`src/rtl/lkmd_pkg.sv`:
```
`default_nettype none
// ----------------------------------------------------------------------------
// Layered key matrix debouncer package
// Command codes and the special key codes used by the debouncer top module.
// ----------------------------------------------------------------------------
package lkmd_pkg;

  // input item command
  typedef enum logic {
    CMD_SAMPLE = 1'b0,
    CMD_WRITE  = 1'b1
  } command_t;

  // key codes with a meaning of their own
  localparam logic [7:0] CODE_NONE      = 8'h00;
  localparam logic [7:0] CODE_LAYER_ONE = 8'hFD;
  localparam logic [7:0] CODE_LAYER_TWO = 8'hFE;

  // layers selected by the layer keys
  localparam logic [1:0] LAYER_BASE = 2'd0;
  localparam logic [1:0] LAYER_ONE  = 2'd1;
  localparam logic [1:0] LAYER_TWO  = 2'd2;

  // debounce window after reset, in milliseconds
  localparam logic [15:0] DEBOUNCE_RESET = 16'd50;

endpackage
`default_nettype wire

```
`src/rtl/layered_key_matrix_debouncer.sv`:
```
`default_nettype none
// ----------------------------------------------------------------------------
// Layered key matrix debouncer
// Debounces key-matrix samples per layer entry, handles layer keys and emits
// press and release events; keymap entries are loaded through the input.
//
//   channel   direction  handshake              payload
//   in        input      in_valid / in_ready    command layer column row level
//                                               time_ms key_code
//   out       output     out_valid / out_ready  event_code pressed active_layer
//   cfg       input      cfg_write_en           cfg_write_data (debounce_ms)
//
// One item per cycle unless a waiting result stalls it: the row memory is
// read as the item is taken, and the compare and write-back work on that
// registered row in the next stage. Reset returns the layer to base, loads the
// window register with its reset value and clears all row valid bits at once,
// with no clearing pass. A waiting result stalls only an item that itself has
// an event, and that item holds in_ready low until the result register frees.
// ----------------------------------------------------------------------------
module layered_key_matrix_debouncer #(
  parameter int LAYERS    = 3,
  parameter int COLUMNS   = 6,
  parameter int ROWS      = 4,
  parameter int TIME_BITS = 32
) (
  input  wire         clk,
  input  wire         rst,
  input  wire         cfg_write_en,
  input  wire  [15:0] cfg_write_data,
  input  wire         in_valid,
  output logic        in_ready,
  input  wire         command,
  input  wire  [1:0]  layer,
  input  wire  [2:0]  column,
  input  wire  [1:0]  row,
  input  wire         level,
  input  wire  [31:0] time_ms,
  input  wire  [7:0]  key_code,
  output logic        out_valid,
  input  wire         out_ready,
  output logic [7:0]  event_code,
  output logic        pressed,
  output logic [1:0]  active_layer
);

  import lkmd_pkg::*;

  localparam int DEPTH     = COLUMNS * ROWS;
  localparam int ADDR_BITS = (DEPTH > 1) ? $clog2(DEPTH) : 1;
  localparam int LIB       = (LAYERS > 1) ? $clog2(LAYERS) : 1;
  localparam int EW        = 1 + TIME_BITS + 8;
  localparam int WIDTH     = LAYERS * EW;

  // configuration and layer state
  logic [15:0] debounce_ms;
  logic [1:0]  current_layer;
  logic [1:0]  current_layer_next;

  // second stage
  logic                 s1_valid;
  logic                 s1_command;
  logic [1:0]           s1_layer;
  logic [ADDR_BITS-1:0] s1_addr;
  logic                 s1_in_range;
  logic                 s1_level;
  logic [TIME_BITS-1:0] s1_now;
  logic [7:0]           s1_key_code;

  logic                 in_transfer;
  logic                 in_range;
  logic [ADDR_BITS-1:0] rd_addr;
  logic [WIDTH-1:0]     rd_data;
  logic                 wr_en;
  logic [WIDTH-1:0]     wr_data;

  logic [EW-1:0]        slot [LAYERS];
  logic [EW-1:0]        slot_next [LAYERS];
  logic                 layer_ok;
  logic [LIB-1:0]       sel;
  logic                 cur_down;
  logic [TIME_BITS-1:0] cur_time;
  logic [7:0]           cur_code;
  logic [TIME_BITS-1:0] elapsed;
  logic                 change_ok;
  logic                 km_write;
  logic                 emit;
  logic                 out_free;
  logic                 s1_done;

  // debounce window register
  always_ff @(posedge clk) begin
    if (rst) begin
      debounce_ms <= DEBOUNCE_RESET;
    end else if (cfg_write_en) begin
      debounce_ms <= cfg_write_data;
    end
  end

  // input transfer and row address
  assign in_transfer = in_valid && in_ready;
  assign in_range    = (32'(column) < COLUMNS) && (32'(row) < ROWS);
  assign rd_addr     = in_range ? ADDR_BITS'(32'(column) * ROWS + 32'(row)) : '0;

  always_ff @(posedge clk) begin
    if (rst) begin
      s1_valid <= 1'b0;
    end else if (in_transfer) begin
      s1_valid <= 1'b1;
    end else if (s1_done) begin
      s1_valid <= 1'b0;
    end
  end

  always_ff @(posedge clk) begin
    if (in_transfer) begin
      s1_command  <= command;
      s1_layer    <= layer;
      s1_addr     <= rd_addr;
      s1_in_range <= in_range;
      s1_level    <= level;
      s1_now      <= TIME_BITS'(time_ms);
      s1_key_code <= key_code;
    end
  end

  lkmd_row_mem #(
    .DEPTH     (DEPTH),
    .ADDR_BITS (ADDR_BITS),
    .WIDTH     (WIDTH)
  ) u_row_mem (
    .clk     (clk),
    .rst     (rst),
    .rd_en   (in_transfer),
    .rd_addr (rd_addr),
    .rd_data (rd_data),
    .wr_en   (wr_en),
    .wr_addr (s1_addr),
    .wr_data (wr_data)
  );

  // split the row into layer entries
  always_comb begin
    for (int l = 0; l < LAYERS; l++) begin
      slot[l] = rd_data[l*EW +: EW];
    end
  end

  // entry of the active layer
  assign layer_ok  = ({1'b0, current_layer} < 3'(LAYERS));
  assign sel       = layer_ok ? LIB'(current_layer) : '0;
  assign cur_down  = slot[sel][EW-1];
  assign cur_time  = slot[sel][8 +: TIME_BITS];
  assign cur_code  = slot[sel][7:0];
  assign elapsed   = s1_now - cur_time;

  // accepted level change and keymap write
  assign change_ok = s1_valid && (s1_command == CMD_SAMPLE) && s1_in_range && layer_ok
                     && (s1_level != cur_down) && (elapsed > TIME_BITS'(debounce_ms));
  assign km_write  = s1_valid && (s1_command == CMD_WRITE) && s1_in_range
                     && ({1'b0, s1_layer} < 3'(LAYERS));
  assign emit      = change_ok && (cur_code != CODE_NONE)
                     && (cur_code != CODE_LAYER_ONE) && (cur_code != CODE_LAYER_TWO);

  assign out_free  = !out_valid || out_ready;
  assign s1_done   = s1_valid && (!emit || out_free);
  assign in_ready  = !s1_valid || s1_done;

  // updated row for write-back
  always_comb begin
    for (int l = 0; l < LAYERS; l++) begin
      slot_next[l] = slot[l];
      if (km_write && (s1_layer == 2'(l))) begin
        slot_next[l][7:0] = s1_key_code;
      end
      if (change_ok && (sel == LIB'(l))) begin
        slot_next[l][EW-1]          = s1_level;
        slot_next[l][8 +: TIME_BITS] = s1_now;
      end
      wr_data[l*EW +: EW] = slot_next[l];
    end
  end

  assign wr_en = s1_done && (change_ok || km_write);

  // layer keys
  always_comb begin
    current_layer_next = current_layer;
    if (s1_done && change_ok) begin
      if (cur_code == CODE_LAYER_ONE) begin
        current_layer_next = s1_level ? LAYER_ONE : LAYER_BASE;
      end else if (cur_code == CODE_LAYER_TWO) begin
        current_layer_next = s1_level ? LAYER_TWO : LAYER_BASE;
      end
    end
  end

  always_ff @(posedge clk) begin
    if (rst) begin
      current_layer <= LAYER_BASE;
    end else begin
      current_layer <= current_layer_next;
    end
  end

  // result register
  always_ff @(posedge clk) begin
    if (rst) begin
      out_valid <= 1'b0;
    end else if (s1_done && emit) begin
      out_valid <= 1'b1;
    end else if (out_ready) begin
      out_valid <= 1'b0;
    end
  end

  always_ff @(posedge clk) begin
    if (s1_done && emit) begin
      event_code   <= cur_code;
      pressed      <= s1_level;
      active_layer <= current_layer;
    end
  end

`ifndef ASSERT_OFF
  // an event never carries a silent or layer code
  assert property (@(posedge clk) disable iff (rst)
    (s1_done && emit) |=> (out_valid && (event_code != CODE_NONE)
      && (event_code != CODE_LAYER_ONE) && (event_code != CODE_LAYER_TWO)))
    else $error("event carries a reserved key code");

  // the layer only moves when an item completes
  assert property (@(posedge clk) disable iff (rst)
    !s1_done |=> $stable(current_layer))
    else $error("layer changed without a completed item");

  // row write-back only for a completed in-range item
  assert property (@(posedge clk) disable iff (rst)
    wr_en |-> (s1_done && s1_in_range))
    else $error("row written without a completed in-range item");

  // the layer never leaves the three selectable values
  assert property (@(posedge clk) disable iff (rst)
    (current_layer == LAYER_BASE) || (current_layer == LAYER_ONE)
    || (current_layer == LAYER_TWO))
    else $error("layer register holds an unreachable value");

  // a stalled item keeps its row data and address
  assert property (@(posedge clk) disable iff (rst)
    (s1_valid && !s1_done) |=> (s1_valid && $stable(rd_data) && $stable(s1_addr)))
    else $error("stalled item lost its row or address");
`endif

endmodule
`default_nettype wire

```
`src/rtl/lkmd_row_mem.sv`:
```
`default_nettype none
// ----------------------------------------------------------------------------
// Key row memory
// One row per matrix position holding every layer's entry. Registered read,
// write-first on a same-address clash, and a valid bit per row so that a row
// never written reads as zero after reset.
// ----------------------------------------------------------------------------
module lkmd_row_mem #(
  parameter int DEPTH     = 24,
  parameter int ADDR_BITS = 5,
  parameter int WIDTH     = 123
) (
  input  wire                  clk,
  input  wire                  rst,
  input  wire                  rd_en,
  input  wire [ADDR_BITS-1:0]  rd_addr,
  output logic [WIDTH-1:0]     rd_data,
  input  wire                  wr_en,
  input  wire [ADDR_BITS-1:0]  wr_addr,
  input  wire [WIDTH-1:0]      wr_data
);

  logic [WIDTH-1:0] mem [DEPTH];
  logic [DEPTH-1:0] row_valid;

  // storage write
  always_ff @(posedge clk) begin
    if (wr_en) begin
      mem[wr_addr] <= wr_data;
    end
  end

  // per-row valid bits, cleared at reset
  always_ff @(posedge clk) begin
    if (rst) begin
      row_valid <= '0;
    end else if (wr_en) begin
      row_valid[wr_addr] <= 1'b1;
    end
  end

  // registered read, new data wins on a clash
  always_ff @(posedge clk) begin
    if (rd_en) begin
      if (wr_en && (wr_addr == rd_addr)) begin
        rd_data <= wr_data;
      end else if (row_valid[rd_addr]) begin
        rd_data <= mem[rd_addr];
      end else begin
        rd_data <= '0;
      end
    end
  end

endmodule
`default_nettype wire
```
`config.mk`:
```
export PLATFORM = sky130hd
export DESIGN_NAME = layered_key_matrix_debouncer
export DESIGN_NICKNAME = d
export VERILOG_FILES = /design/src/rtl/lkmd_pkg.sv /design/src/rtl/layered_key_matrix_debouncer.sv /design/src/rtl/lkmd_row_mem.sv
export SDC_FILE = /design/constraint.sdc
export NUM_CORES = 2
export LEC_CHECK = 0
export BUFFER_PORTS_ARGS = -buffer_cell sky130_fd_sc_hd__buf_4
export CAP_MARGIN = 20
export CELL_PAD_IN_SITES_DETAIL_PLACEMENT = 1
export CELL_PAD_IN_SITES_GLOBAL_PLACEMENT = 2
export CORE_ASPECT_RATIO = 1.75
export CORE_UTILIZATION = 47
export DETAILED_ROUTE_END_ITERATION = 16
export PLACE_DENSITY = 0.86
export SLEW_MARGIN = 20
export SYNTH_ARGS = -nofsm -noshare
export SYNTH_HDL_FRONTEND = slang
export SYNTH_SLANG_ARGS = --single-unit
```
`constraint.sdc`:
```
create_clock -name clk -period 17.7 [get_ports clk]
set_input_delay 0.885 -clock clk [delete_from_list [all_inputs] [get_ports clk]]
set_output_delay 0.885 -clock clk [all_outputs]
set_load 0.005 [all_outputs]
```
-- Word-level counts from Yosys, hierarchy flattened
Memories as Yosys holds them, arrays and structs flattened.
Index checks and enable logic that the tools add are counted.
- bits in registers: 228
- memory bits (writable): 2952
- input port bits: 70
- word-level logic and storage cells: 105
- memories kept: 1
- memory list (memory ; depth ; bits a word ; read ports ; clocked after Yosys merged registers in ; wr ports ; RTL line ; text):
    u_row_mem.mem ; 24 ; 123 ; 1 ; 0 ; 1 ; lkmd_row_mem.sv:23 ; logic [WIDTH-1:0] mem [DEPTH];
- add/subtract/negate cells: 2
- $lt $le $gt $ge: 8
- equal/unequal tests: 10
- muxes and demuxes: 27
- bitwise operators: 3
- reduce and logical (&&, ||, !) cells: 38
- operator list (kind ; count):
    two-way mux 123 bit ; 2
    two-way mux 33 bit ; 3
    binary-select mux 41 bit (select 2 bit) ; 1
    two-way mux 41 bit ; 2
    > comparator 32 x 16 -> 1 bit ; 1
    subtractor 32 bit ; 1
    logical AND 1 bit ; 24
    two-way mux 8 bit ; 3
    bitwise OR 24 bit ; 1
    equality test 8 bit (second input constant) ; 2
    inequality test 8 bit (second input constant) ; 2
    < comparator 5 x 6 -> 1 bit (second input constant) ; 2
    two-way mux 1 bit ; 9
    two-way mux 2 bit ; 4
    nonzero test 8 bit ; 1
    nonzero test 2 bit ; 3
    adder 5 x 2 -> 5 bit ; 1
    binary-select mux 1 bit (select 5 bit) ; 1
    demux 1 bit (select 5 bit) ; 1
    equality test 5 bit ; 1
    >= comparator 5 x 1 -> 1 bit (second input constant) ; 1
    two-way mux 5 bit ; 1
    equality test 2 x 1 -> 1 bit (second input constant) ; 2
    equality test 2 bit (second input constant) ; 2
    other kinds (10) ; 17

-- Depth between registers and ports, before layout
- depth after elaboration: 18
- gate-level depth with buffers: 31
- depth with buffers taken out: 26

-- Hierarchy
A second synthesis with hierarchy kept.
- cell total of the unflattened synthesis: 6426
- area, all modules: 126338.7 um2
- by module, submodules not included (module ; instances ; cells an instance ; area an instance (um2)):
    lkmd_row_mem ; 1 ; 5654 ; 118374.8
    layered_key_matrix_debouncer ; 1 ; 772 ; 7963.9

-- Least setup slack after synthesis
No wires, ideal clock.
- path kind: reg-to-reg
- start: register current_layer[0]
- end: register s1_addr[0], enable pin
- library setup time: 0.809 ns
- arrival: 13.657 ns
- setup slack: 3.234 ns
- stages on the path, launching flop included: 26
- path buffers: 3
- period minus slack after synthesis: 14.466 ns
- path through: dfxtp_1 > ha_1 > buf_2 > buf_2 > buf_1 > mux2i_1 > o21ai_0 > ha_1 > fa_1 > nand2b_1 > a21oi_1 > nor2_1 > a21oi_1 > a21oi_1 > xnor2_1 > ha_1 > nand4_1 > nor2_1 > a221o_1 > o31ai_1 > o41a_1 > o2111ai_1 > nor4_1 > o2111a_2 > nor2_1 > a31oi_1
- word-level cells in the longest chain between the ends: 17
- elaborated cells on any way between the ends: 23
- classes of those cells: 1 x add/sub; 2 x order compare; 3 x eq/ne; 4 x mux; 1 x bitwise; 12 x reduce/logical
- ends and longest elaborated chain (element ; RTL line ; text):
    from (decl) ; layered_key_matrix_debouncer.sv:56 ; logic [1:0] current_layer;
    from (signal assigned) ; layered_key_matrix_debouncer.sv:201 ; current_layer <= current_layer_next;
    < comparator 2 bit ; layered_key_matrix_debouncer.sv:149 ; assign layer_ok = ({1'b0, current_layer} < 3'(LAYERS));
    two-way mux 2 bit ; layered_key_matrix_debouncer.sv:150 ; assign sel = layer_ok ? LIB'(current_layer) : '0;
    NOT 2 -> 3 bit (not written as such) ; layered_key_matrix_debouncer.sv:151, layered_key_matrix_debouncer.sv:152, layered_key_matrix_debouncer.sv:153 ;
    binary-select mux 41 bit (select 2 bit) ; layered_key_matrix_debouncer.sv:151, layered_key_matrix_debouncer.sv:152, layered_key_matrix_debouncer.sv:153 ;
    two-way mux 41 bit (not written as such) (2 in a row) ; layered_key_matrix_debouncer.sv:153 ; assign cur_code = slot[sel][7:0];
    subtractor 32 bit or inequality test 1 bit (tied branches) ; layered_key_matrix_debouncer.sv:154, layered_key_matrix_debouncer.sv:158 ;
    > comparator 32 x 16 -> 1 bit or logical AND 1 bit (tied branches) ; layered_key_matrix_debouncer.sv:158 ; && (s1_level != cur_down) && (elapsed > TIME_BITS'(debounce_ms));
    logical AND 1 bit ; layered_key_matrix_debouncer.sv:158 ;
    logical AND 1 bit ; layered_key_matrix_debouncer.sv:161 ; assign emit = change_ok && (cur_code != CODE_NONE)
    logical AND 1 bit ; layered_key_matrix_debouncer.sv:162 ; && (cur_code != CODE_LAYER_ONE) && (cur_code != CODE_LAYER_TWO);
    logical AND 1 bit * ; layered_key_matrix_debouncer.sv:162 ;
    zero test 1 bit * ; layered_key_matrix_debouncer.sv:165 ; assign s1_done = s1_valid && (!emit || out_free);
    logical OR 1 bit * ; layered_key_matrix_debouncer.sv:165 ;
    logical AND 1 bit * ; layered_key_matrix_debouncer.sv:165 ;
    logical OR 1 bit * ; layered_key_matrix_debouncer.sv:166 ; assign in_ready = !s1_valid || s1_done;
    logical AND 1 bit * ; layered_key_matrix_debouncer.sv:100 ; assign in_transfer = in_valid && in_ready;
    net in_transfer ; layered_key_matrix_debouncer.sv:69 ; logic in_transfer;
    to (signal assigned) ; layered_key_matrix_debouncer.sv:118 ; s1_addr <= rd_addr;
    to (decl) ; layered_key_matrix_debouncer.sv:63 ; logic [ADDR_BITS-1:0] s1_addr;
The timed path passes the listed nets; every way through them passes the cells marked *. The select of a mux whose other input is x is not followed.
A chain may end at the register's enable or synchronous reset.

-- Worst setup path after layout
- start: register current_layer[1]
- end: memory u_row_mem.mem[10][49], enable pin
- word-level cells in the longest chain between the ends: 18
- elaborated cells on any way between the ends: 25
- classes of those cells: 1 x add/sub; 2 x order compare; 3 x eq/ne; 6 x mux; 1 x bitwise; 12 x reduce/logical
- ends and longest elaborated chain (element ; RTL line ; text):
    < comparator 2 bit ; layered_key_matrix_debouncer.sv:149 ;
    two-way mux 2 bit ; layered_key_matrix_debouncer.sv:150 ;
    NOT 2 -> 3 bit (not written as such) ; layered_key_matrix_debouncer.sv:151, layered_key_matrix_debouncer.sv:152, layered_key_matrix_debouncer.sv:153 ;
    binary-select mux 41 bit (select 2 bit) ; layered_key_matrix_debouncer.sv:151, layered_key_matrix_debouncer.sv:152, layered_key_matrix_debouncer.sv:153 ;
    two-way mux 41 bit (not written as such) (2 in a row) ; layered_key_matrix_debouncer.sv:153 ;
    subtractor 32 bit or inequality test 1 bit (tied branches) ; layered_key_matrix_debouncer.sv:154, layered_key_matrix_debouncer.sv:158 ;
    > comparator 32 x 16 -> 1 bit or logical AND 1 bit (tied branches) ; layered_key_matrix_debouncer.sv:158 ;
    logical AND 1 bit ; layered_key_matrix_debouncer.sv:158 ;
    logical AND 1 bit ; layered_key_matrix_debouncer.sv:161 ;
    logical AND 1 bit (2 in a row) ; layered_key_matrix_debouncer.sv:162 ;
    zero test 1 bit ; layered_key_matrix_debouncer.sv:165 ;
    logical OR 1 bit ; layered_key_matrix_debouncer.sv:165 ;
    logical AND 1 bit ; layered_key_matrix_debouncer.sv:165 ;
    logical AND 1 bit * ; layered_key_matrix_debouncer.sv:183 ; assign wr_en = s1_done && (change_ok || km_write);
    two-way mux 1 bit * ; lkmd_row_mem.sv:28 ; if (wr_en) begin
    two-way mux 1 bit (not written as such) * ; lkmd_row_mem.sv:29 ; mem[wr_addr] <= wr_data;
    to (decl) ; lkmd_row_mem.sv:23 ;
Mark *: on every way between the ends. The rest lies on a longest branch, timed or not. The select of a mux whose other input is x is not followed.

==> flow_summary.ini <==
[floorplanning]
coreArea_mm2 = 0.268
die_area_mm2 = 0.272
die_h_um = 689
num_rows = 251
io_pins = 83
initial_core_util_pct = 47.3
die_x_um = 394

[layout]
syn2layout_area_growth_pct = 10.3
stdcell_count = 12100
fin_area_mm2 = 0.140
drive_gt1_share_pct = 10.7
fillerInstances = 25200
nets = 8457

[critical_path]
r2r_end = u_row_mem.mem[10][49]
start_kind = flop
required_ps = 18200
crit_type = flop to flop
crit_top_cell = buf_4
critPathCaptureType = flop
r2r_slack_ps = 8310
cpPeakStageDelay_ps = 860
worstReg2RegStart = current_layer[1]
r2r_cells = 26
arrival_ps = 9890
cp_slowest_cell = nor2b_4
crit_fanout = 64

[min_path]
hold_path_class = input port to flop
min-delay-start = time_ms[25]
hold_depth = 1
hold_end = s1_now[25]

[clocking]
cts_max_level = 5
hold_buffers = 0
cts_setup_buffers = 0
ctsResizeCount = 0
clockRootBuffer = clkbuf_16
clk_pin_slew_worst_paths_ps = 70
cts.path.max_buffers = 4
cts.sinks = 3180
clk_latency_ps = 890
cts_tree = yes
cts_buffers = 285

[global_route]
grt_pass1_wl_um = 578000
grt_overflow_total = 0
grt_start_max_net_pins = 182
grt_use_total_pct = 28.9
grt_pass1_vias = 84600
grt_antenna_before_repair = 22

[detailed_routing]
num_vias = 81300
first_iter_violations = 9868
dr.pass1.iters = 6
wire_per_inst_um = 33.3
final_antenna_net_count = 0
wl_um = 403000
drcViolationCount = 0
via_per_inst = 6.72

[synth]
synth-seq-cells = 3180
synth_top_area_cell = edfxtp_1
synth_area_leaders = edfxtp_1, a221oi_1, nand2_1
synth_top_cell_area_share_pct = 74.3
synth_cells = 8504
synth_warnings = 0
synth_area_mm2 = 0.127
async_flop_share_pct = 0
synthFlopType = edfxtp_1
synth_edf_count = 3136
ys_types = 73
synth_nets = 8626
ys_seq_area_share_pct = 75.0
syn_area_per_cell_um2 = 14.9

[flow_run]
max_cap_viol_count = 0

[placement]
port-buffer-count = 82
dp.cells = 11600
place_area_mm2 = 0.131
gp_congestion = 0.861
dp.final_hpwl_um = 213000

[timing]
tns_ps = 0
fmax_ghz = 0.107
fin_crit_sh_pct = 53.0
finalSetupViolations = 0
max_slew_margin_pct = 19.4
hold_viol = 0
tightest_slew_ps = 1210
rsz0062_at_grt = no
finalCriticalPeriod_ps = 9390
report.final.slew_viol_count = 0
finalClockSkew_ps = 43.9

[outcome]
outcome = finished, final reports clean

[pwr]
powerDensity_mw_per_mm2 = 114
ir_drop_mv = 0.0750
leakagePower_uw = 0.0441
cells in the final DEF, fill, tap and decap left out, types with 52 or more instances in the layout:
| master | count |
|---|---|
| buf_4 | 228 |
| clkinv_1 | 52 |
| nand2_1 | 1540 |
| mux2_2 | 224 |
| a211oi_1 | 253 |
| a221oi_1 | 732 |
| mux2i_1 | 65 |
| edfxtp_1 | 3136 |
| clkbuf_16 | 295 |
| a21oi_1 | 460 |
| a311oi_1 | 374 |
| nor2_1 | 201 |
| clkbuf_1 | 58 |
| a31oi_1 | 373 |
stage by stage:
stage               util, %  setup WS [ps]  hold slack [ps]  total power, uW
floorplan                 -           3230              426             9410
global placement       48.8           8510              441             9820
detailed placement     48.8           8360              452             9880
CTS                    52.2           8330              133            16000
global route           52.2           8000              166            16300
finish                 52.2           8310              181            16000
per-layer routing:
| layer | GRT usage (%) | share of wire (%) | wire length [um] |
|---|---|---|---|
| met3 | 4.16 | 7.6 | 30800 |
| met1 | 34.8 | 36 | 146000 |
| met4 | 15.7 | 5.9 | 23800 |
| met5 | 0 | 0.024 | 96 |
| met2 | 50.0 | 50 | 203000 |
Yosys cell counts (65+ instances only):
library cell,n
edfxtp_1,3136
nand2_1,1542
a221oi_1,732
clkbuf_1,633
a21oi_1,461
a311oi_1,374
a31oi_1,374
a211oi_1,253
mux2_2,224
nor2_1,203
mux2i_1,65
worst max path at each step:
| stage | startpoint | end | slack, ps | cells past startpoint |
|---|---|---|---|---|
| floorplan | current_layer[0] | s1_addr[0] | 3230 | 25 |
| global placement | current_layer[1] | u_row_mem.mem[10][120] | 8510 | 24 |
| detailed placement | current_layer[1] | u_row_mem.mem[10][79] | 8360 | 26 |
| CTS | current_layer[1] | u_row_mem.mem[10][48] | 8330 | 26 |
| global route | current_layer[0] | u_row_mem.mem[10][49] | 8000 | 27 |
| finish | current_layer[1] | u_row_mem.mem[10][49] | 8310 | 26 |
flip-flops by register name (all words and copies together), names as in the netlist, 2 cells and up:
signal and count:
s1_addr 5, active_layer 2, s1_now 32, s1_key_code 8, current_layer 2, event_code 8
u_row_mem.row_valid 24, debounce_ms 16, u_row_mem.mem 2952, s1_layer 2, u_row_mem.rd_data 123
cell type report:
class                      count  area [um^2]  area share [%]
sequential                  3180        95100            68.0
multi-input combinational   4574        28900            20.7
clock buffer                 357         7650            5.48
tap                         3542         4430            3.17
timing repair buffer         241         1960            1.40
clock inverter               146         1450            1.04
inverter                      53          274           0.196
antenna                        8         20.0          0.0143
logic make-up after synthesis:
logic type / synth area share [%]
buffers and inverters: 2.30
and+or+nand+nor: 5.78
AOI/OAI and AO/OA: 13.5
adders and majority gates: 0.519
DFF: 75.0
xor gates and xnor gates: 0.145
muxes: 2.72
critical path, delay by kind of cell, from the launching register on:
family          cells  cell delay, ps
simple gates        7            2120
compound gates     10            2610
fa+ha+maj           3            1040
flops               1             420
buf+inv             5            2510
xor+xnor            1             180
power breakdown:
part / total [uW] / internal, uW / switching, uW / leakage (uW)
Sequential: 8510 / 8430 / 78.3 / 0.0289
Combinational: 1240 / 332 / 904 / 0.0107
Clock: 6240 / 3490 / 2760 / 0.00444
Total: 16000 / 12200 / 3740 / 0.0441
Note: power is estimated with default switching activity, not from simulation.
